### src/rtl/rac_pkg.sv
`timescale 1ns / 1ps
package rac_pkg;

	// Controller states, one-hot.
	typedef enum logic [5:0] {
		ST_IDLE = 6'b000001,
		ST_MUL  = 6'b000010,
		ST_SUM  = 6'b000100,
		ST_GCD  = 6'b001000,
		ST_DIV  = 6'b010000,
		ST_DONE = 6'b100000
	} state_t;

	// Commands from the controller to the datapath.
	typedef struct packed {
		logic load;
		logic mul;
		logic sum;
		logic gcd_step;
		logic div_init;
		logic div_step;
	} cmd_t;

	// Status from the datapath to the controller.
	typedef struct packed {
		logic bad;
		logic zero_sum;
		logic gcd_done;
		logic div_done;
	} stat_t;

endpackage

### src/rtl/rac_ctrl.sv
`timescale 1ns / 1ps
module rac_ctrl
	import rac_pkg::*;
(
	input  logic  clk,
	input  logic  arst_n,
	input  logic  start,
	output logic  busy,
	output logic  done,
	output cmd_t  cmd,
	input  stat_t stat
);

	state_t state_q, state_d;

	// Next-state logic.
	always_comb begin
		state_d = state_q;
		cmd = '0;
		case (state_q)
			ST_IDLE: begin
				if (start) begin
					cmd.load = 1'b1;
					state_d = ST_MUL;
				end
			end
			ST_MUL: begin
				if (stat.bad) begin
					state_d = ST_DONE;
				end else begin
					cmd.mul = 1'b1;
					state_d = ST_SUM;
				end
			end
			ST_SUM: begin
				cmd.sum = 1'b1;
				state_d = ST_GCD;
			end
			ST_GCD: begin
				if (stat.zero_sum) begin
					state_d = ST_DONE;
				end else if (stat.gcd_done) begin
					cmd.div_init = 1'b1;
					state_d = ST_DIV;
				end else begin
					cmd.gcd_step = 1'b1;
				end
			end
			ST_DIV: begin
				if (stat.div_done) begin
					state_d = ST_DONE;
				end else begin
					cmd.div_step = 1'b1;
				end
			end
			ST_DONE: state_d = ST_IDLE;
			default: state_d = ST_IDLE;
		endcase
	end

	always_ff @(posedge clk or negedge arst_n) begin
		if (!arst_n) begin
			state_q <= ST_IDLE;
		end else begin
			state_q <= state_d;
		end
	end

	assign busy = (state_q != ST_IDLE);
	assign done = (state_q == ST_DONE);

endmodule

### config.mk
export PLATFORM = sky130hd
export DESIGN_NAME = rac_ctrl
export DESIGN_NICKNAME = d
export VERILOG_FILES = /design/src/rtl/rac_pkg.sv /design/src/rtl/rac_ctrl.sv
export SDC_FILE = /design/constraint.sdc
export NUM_CORES = 1
export LEC_CHECK = 0
export BUFFER_PORTS_ARGS = -buffer_cell sky130_fd_sc_hd__buf_2
export CAP_MARGIN = 20
export CORE_AREA = 8 8 45 47
export DETAILED_ROUTE_END_ITERATION = 16
export DIE_AREA = 0 0 53 55
export PLACE_DENSITY = 0.52
export SYNTH_ARGS = -nofsm -noshare
export SYNTH_HDL_FRONTEND = slang
export SYNTH_SLANG_ARGS = --single-unit
### constraint.sdc
create_clock -name clk -period 2.41 [get_ports clk]
set_input_delay 0.3615 -clock clk [delete_from_list [all_inputs] [get_ports clk]]
set_output_delay 0.3615 -clock clk [all_outputs]
set_load 0.02 [all_outputs]
==> flow_metrics.env, run 1 <==
export IMPL_fin_setup_tns_ps=0
export IMPL_setup_violations_final=0
export IMPL_syn_inst=41
export IMPL_multi_input_area_um2=210
export IMPL_rrSetupSlack_ps=790
export IMPL_cts_buffers=3
export IMPL_nets=68
export IMPL_top_regs="state_q (6)"
export IMPL_cp_max_fo=6
export IMPL_rsz0062_at_grt="false"
export IMPL_drt_total_wl_um=999
export IMPL_maxCapViolCount=0
export IMPL_drtAntennaViolNets=0
export IMPL_synth_top_cell_area_share_pct=33.2
export IMPL_clk_path_buf_depth=2
export IMPL_worstMarginPinSlew_ps=503
export IMPL_crit_path_start_kind="register"
export IMPL_min_period_over_period_pct=90.4
export IMPL_layout_setup_ws_ps=231
export IMPL_cp_top_family="simple AND/OR/NAND/NOR gates"
export IMPL_gp_congestion=0.707
export IMPL_setup_worst_path_end_class="output pin"
export IMPL_slew_headroom_pct=66.2
export IMPL_hold_viol=0
export IMPL_yosysTopAreaCell="dfrtp_1"
export IMPL_via_per_inst=5.04
export IMPL_critical_path_endpoint="cmd[0]"
export IMPL_placementRows=14
export IMPL_worst_ep_required_time_ps=2050
export IMPL_path_cells="or4_4 > or3_4 > inv_1 > buf_2"
export IMPL_crit_cells=4
export IMPL_clk_pin_slew_ps=50
export IMPL_vias=383
export IMPL_grt_overflow=0
export IMPL_grt_pass1_wl_um=1610
export IMPL_routedWlPerCell_um=13.1
export IMPL_htree_levels=1
export IMPL_p_leak_nw=0.266
export IMPL_cts_tree="yes"
export IMPL_fill_cells=149
export IMPL_hpwl_um=783
export IMPL_dpl_cell_area_um2=467
export IMPL_place_ws_ps=484
export IMPL_cts_root_buf="clkbuf_4"
export IMPL_synthesis_area_um2=377
export IMPL_grt_max_degree=9
export IMPL_crit_type="register to output pin"
export IMPL_synth_seq_cells=6
export IMPL_hold_buffers=1
export IMPL_cp_startpoint="state_q[2]$_DFFE_PN0P_"
export IMPL_critPathArrivalTime_ps=1820
export IMPL_layout_drive_gt1_share_pct=35.0
export IMPL_fmax_mhz=459
export IMPL_clk_latency_ps=250
export IMPL_p_per_area_nw_per_um2=937
export IMPL_cts_setup_buffers=0
export IMPL_die_h_um=55
export IMPL_dieArea_um2=2920
export IMPL_status="completed"
export IMPL_synthToLayoutAreaGrowth_pct=33.6
export IMPL_post_route_min_period_ps=2180
export IMPL_initial_utilization_pct=27.2
export IMPL_grt_pass1_vias=380
export IMPL_syn_avg_cell_area_um2=9.19
export IMPL_seqCellArea_um2=151
export IMPL_yosys_warnings=0
export IMPL_clock_sinks=6
export IMPL_core_area_um2=1380
export IMPL_largest_reg_flops=6
export IMPL_ys_seq_area_share_pct=40.2
export IMPL_first_pass_iters=4
export IMPL_ios=15
export IMPL_cts_repair_resized=0
export IMPL_syn_nets=48
export IMPL_drc=0
export IMPL_min_delay_path_class="primary input to register"
export IMPL_fin_skew_ps=10.5
export IMPL_maxSlewViolCount=0
export IMPL_r2r_end="state_q[5]$_DFFE_PN0P_"
export IMPL_cpMaxStageDelayCell="or4_4"
export IMPL_critPathBufInv=2
export IMPL_reg2reg_depth=4
export IMPL_largest_register="state_q"
export IMPL_die_w_um=53
export IMPL_finalPower_uw=471
export IMPL_grt_usage_pct=7.68
export IMPL_synth_cell_types=22
export IMPL_io_buffers=14
export IMPL_peakVddDrop_v=0.000475
export IMPL_n_antenna_cell=0
export IMPL_rr_startpoint="state_q[2]$_DFFE_PN0P_"
export IMPL_grt_antenna_before_repair=0
export IMPL_final_cell_area_um2=503
export IMPL_max_stage_delay_ps=550
export IMPL_dr_first_iter_drc_count=8
export IMPL_netlist_top_cells_area="dfrtp_1, nand3b_1, dfstp_2"
[Yosys cell counts]
library cell and count:
nand3b_1 4, and4_1 1, nand2b_1 2, o21ai_2 1
a21oi_1 1, o211ai_1 1, or4_4 1, and3_1 1
nor4_1 1, or3_4 1, nor2b_1 1, nand4b_1 1
nor2_1 5, a31oi_1 1, xor2_1 1, a41oi_1 1
inv_1 4, dfstp_2 1, dfrtp_1 5, o21ai_0 3
nor4bb_1 2, nor3_1 2
[worst min-delay path by stage]
stage | to | depth (start not counted) | startpoint
floorplan | state_q[1]$_DFFE_PN0P_ | 0 | arst_n
CTS | state_q[2]$_DFFE_PN0P_ | 2 | stat[3]
global route | state_q[2]$_DFFE_PN0P_ | 2 | stat[3]
global placement | state_q[1]$_DFFE_PN0P_ | 1 | arst_n
detailed placement | state_q[5]$_DFFE_PN0P_ | 1 | arst_n
finish | state_q[2]$_DFFE_PN0P_ | 2 | stat[3]
[cells by family (layout without fill, tap and decap cells)]
family / after synthesis / in the layout / share of synthesized area, %
and+or+nand+nor: 22 / 22 / 39.9
AOI/OAI and AO/OA: 8 / 8 / 13.6
DFF: 6 / 6 / 40.2
buffers and inverters: 4 / 23 / 3.99
xor gates and xnor gates: 1 / 1 / 2.33
[per-layer routing]
metal | up-vias | track usage [%] | share of wire, %
met5 | - | 0 | 0
met4 | 0 | 5.17 | 0
met3 | 0 | 4.81 | 9.2
met2 | 15 | 11.7 | 44
met1 | 177 | 7.69 | 46
li1 | 191 | - | -
[layout by cell type (no fill, tap or decap)]
cell type,synthesis,routed
a41oi_1,1,1
nor4_1,1,1
a31oi_1,1,1
o21ai_2,1,1
nor2_1,5,5
o211ai_1,1,1
dfstp_2,1,1
nand2b_1,2,2
nand3b_1,4,4
clkbuf_4,0,3
or3_4,1,1
nand4b_1,1,1
a21oi_1,1,1
buf_2,0,14
dlygate4sd3_1,0,1
nor3_1,2,2
o21ai_0,3,3
and4_1,1,1
xor2_1,1,1
or4_4,1,1
clkbuf_1,0,1
and3_1,1,1
dfrtp_1,5,5
nor2b_1,1,1
nor4bb_1,2,2
inv_1,4,4
[layout make-up]
cell class / count / share of cell area, %
inverters: 4 / 2.99
flip-flops and latches: 6 / 30.1
well taps: 16 / 3.98
multi-input cells: 31 / 41.8
repair buffers: 15 / 15.9
clock buffers: 4 / 5.22
[power by group]
group / total, mW / switching (mW) / internal, mW
Sequential: 0.169 / 0.0394 / 0.130
Combinational: 0.201 / 0.115 / 0.0855
Clock: 0.101 / 0.0383 / 0.0628
[through the flow]
step,instances,util (%),hold slack [ps]
4_1_cts,76,36.3,296
2_1_floorplan,41,-,65.9
3_3_place_gp,71,33.7,192
6_report,76,36.3,303
5_1_grt,76,36.3,310
3_5_place_dp,71,33.7,190
(Power assumes the default switching activity.)
==> inputs of run 2 (changes only) <==
Settings changed: PLACE_DENSITY 0.52 to 0.49.
==> flow_metrics.env, run 2 (synthesized netlist as in run 1, its figures left out) <==
export IMPL_status="completed"
export IMPL_grt_pass1_vias=379
export IMPL_maxSlewViolCount=0
export IMPL_mostFrequentLayoutCells="buf_2, nor2_1, dfrtp_1"
export IMPL_initial_utilization_pct=27.2
export IMPL_critPathArrivalTime_ps=1850
export IMPL_largest_reg_flops=6
export IMPL_cts_buffers=3
export IMPL_die_w_um=53
export IMPL_top_regs="state_q (6)"
export IMPL_ios=15
export IMPL_crit_type="register to output pin"
export IMPL_vias=374
export IMPL_clock_sinks=6
export IMPL_place_ws_ps=459
export IMPL_drt_total_wl_um=973
export IMPL_via_per_inst=4.92
export IMPL_n_antenna_cell=0
export IMPL_hold_viol=0
export IMPL_fin_setup_tns_ps=0
export IMPL_p_per_area_nw_per_um2=930
export IMPL_grt_antenna_before_repair=0
export IMPL_path_cells="or4_4 > or3_4 > inv_1 > buf_2"
export IMPL_holdPathStages=2
export IMPL_dieArea_um2=2920
export IMPL_place_inst=71
export IMPL_cts_root_buf="clkbuf_4"
export IMPL_fmax_mhz=453
export IMPL_min_delay_path_class="primary input to register"
export IMPL_holdWs_ps=303
export IMPL_max_stage_delay_ps=550
export IMPL_drtAntennaViolNets=0
export IMPL_fin_skew_ps=10.6
export IMPL_largest_register="state_q"
export IMPL_grt_overflow=0
export IMPL_cp_top_family="simple AND/OR/NAND/NOR gates"
export IMPL_min_period_over_period_pct=91.6
export IMPL_cts_tree="yes"
export IMPL_worst_ep_required_time_ps=2050
export IMPL_first_pass_iters=2
export IMPL_dr_first_iter_drc_count=7
export IMPL_hpwl_um=773
export IMPL_utilization_pct=36.3
export IMPL_crit_cells=4
export IMPL_worstMarginPinSlew_ps=487
export IMPL_gp_congestion=0.693
export IMPL_die_h_um=55
export IMPL_slew_headroom_pct=67.3
export IMPL_htree_levels=1
export IMPL_peakVddDrop_v=0.000424
export IMPL_final_common_cell="buf_2"
export IMPL_setup_worst_path_end_class="output pin"
export IMPL_fin_cells=76
export IMPL_core_area_um2=1380
export IMPL_p_leak_nw=0.266
export IMPL_reg2reg_depth=4
export IMPL_crit_path_start_kind="register"
export IMPL_maxCapViolCount=0
export IMPL_nets=68
export IMPL_clk_latency_ps=250
export IMPL_clk_path_buf_depth=2
export IMPL_io_buffers=14
export IMPL_post_route_min_period_ps=2210
export IMPL_cp_max_fo=6
export IMPL_rsz0062_at_grt="false"
export IMPL_cts_setup_buffers=0
export IMPL_critPathBufInv=2
export IMPL_routedWlPerCell_um=12.8
export IMPL_grt_pass1_wl_um=1700
export IMPL_synthToLayoutAreaGrowth_pct=33.6
export IMPL_grt_usage_pct=7.89
export IMPL_cpMaxStageDelayCell="or4_4"
export IMPL_placementRows=14
export IMPL_drc=0
export IMPL_setup_violations_final=0
export IMPL_layout_drive_gt1_share_pct=35.0
export IMPL_layout_setup_ws_ps=203
export IMPL_clk_pin_slew_ps=50
export IMPL_grt_max_degree=9
[run 2: cell counts in the layout (fill, tap and decap cells not counted)]
Identical to the previous run, type by type.
[run 2: power by group]
| group | internal, mW | leakage, nW | switching [mW] |
|---|---|---|---|
| clock network | 0.0627 | 0.0150 | 0.0370 |
| logic | 0.0855 | 0.172 | 0.113 |
| registers | 0.130 | 0.0792 | 0.0397 |
| total | 0.278 | 0.266 | 0.190 |
[run 2: timing repair]
action,CTS,global route
endpoints found under the setup margin,0,0
hold endpoints to repair,5,0
hold buffers,1,0
resized for setup,0,0
[run 2: per-layer routing]
layer / vias to the layer above / global-route usage [%] / part of all wire (%)
met5: - / 0 / 0
met4: 0 / 6.47 / 1.2
met3: 2 / 3.21 / 10
met2: 15 / 9.57 / 39
met1: 165 / 10.4 / 49
li1: 192 / - / -
[run 2: cell type report]
type	instances	area, um^2
Fill cell	158	881
Tap cell	16	20.0
Inverter	4	15.0
Multi-Input combinational cell	31	210
Clock buffer	4	26.3
Timing Repair Buffer	15	80.1
Sequential cell	6	151
[run 2: worst register-to-register path: cells and delay by family, from the launching register on]
kind | cells | cell delay [ps]
AOI/OAI and AO/OA | 1 | 70
DFF | 1 | 430
and+or+nand+nor | 3 | 1020
[run 2: path summary, 6_finish.rpt]
kind,startpoint,end,slack (ps)
worst max-delay path,state_q[2]$_DFFE_PN0P_,cmd[0],200
worst min-delay path,stat[3],state_q[2]$_DFFE_PN0P_,300
worst max register to register,state_q[2]$_DFFE_PN0P_,state_q[5]$_DFFE_PN0P_,760
worst min register to register,state_q[5]$_DFFE_PN0P_,state_q[3]$_DFFE_PN0P_,610
max in group asynchronous,arst_n,state_q[0]$_DFFE_PN1P_,1720
min in group asynchronous,arst_n,state_q[3]$_DFFE_PN0P_,460
[run 2: per-stage QoR]
step,cell area (um^2),power [mW]
after detailed placement,467,0.368
after floorplan,377,0.308
after CTS,503,0.476
after global routing,503,0.512
after global placement,467,0.370
final,503,0.468
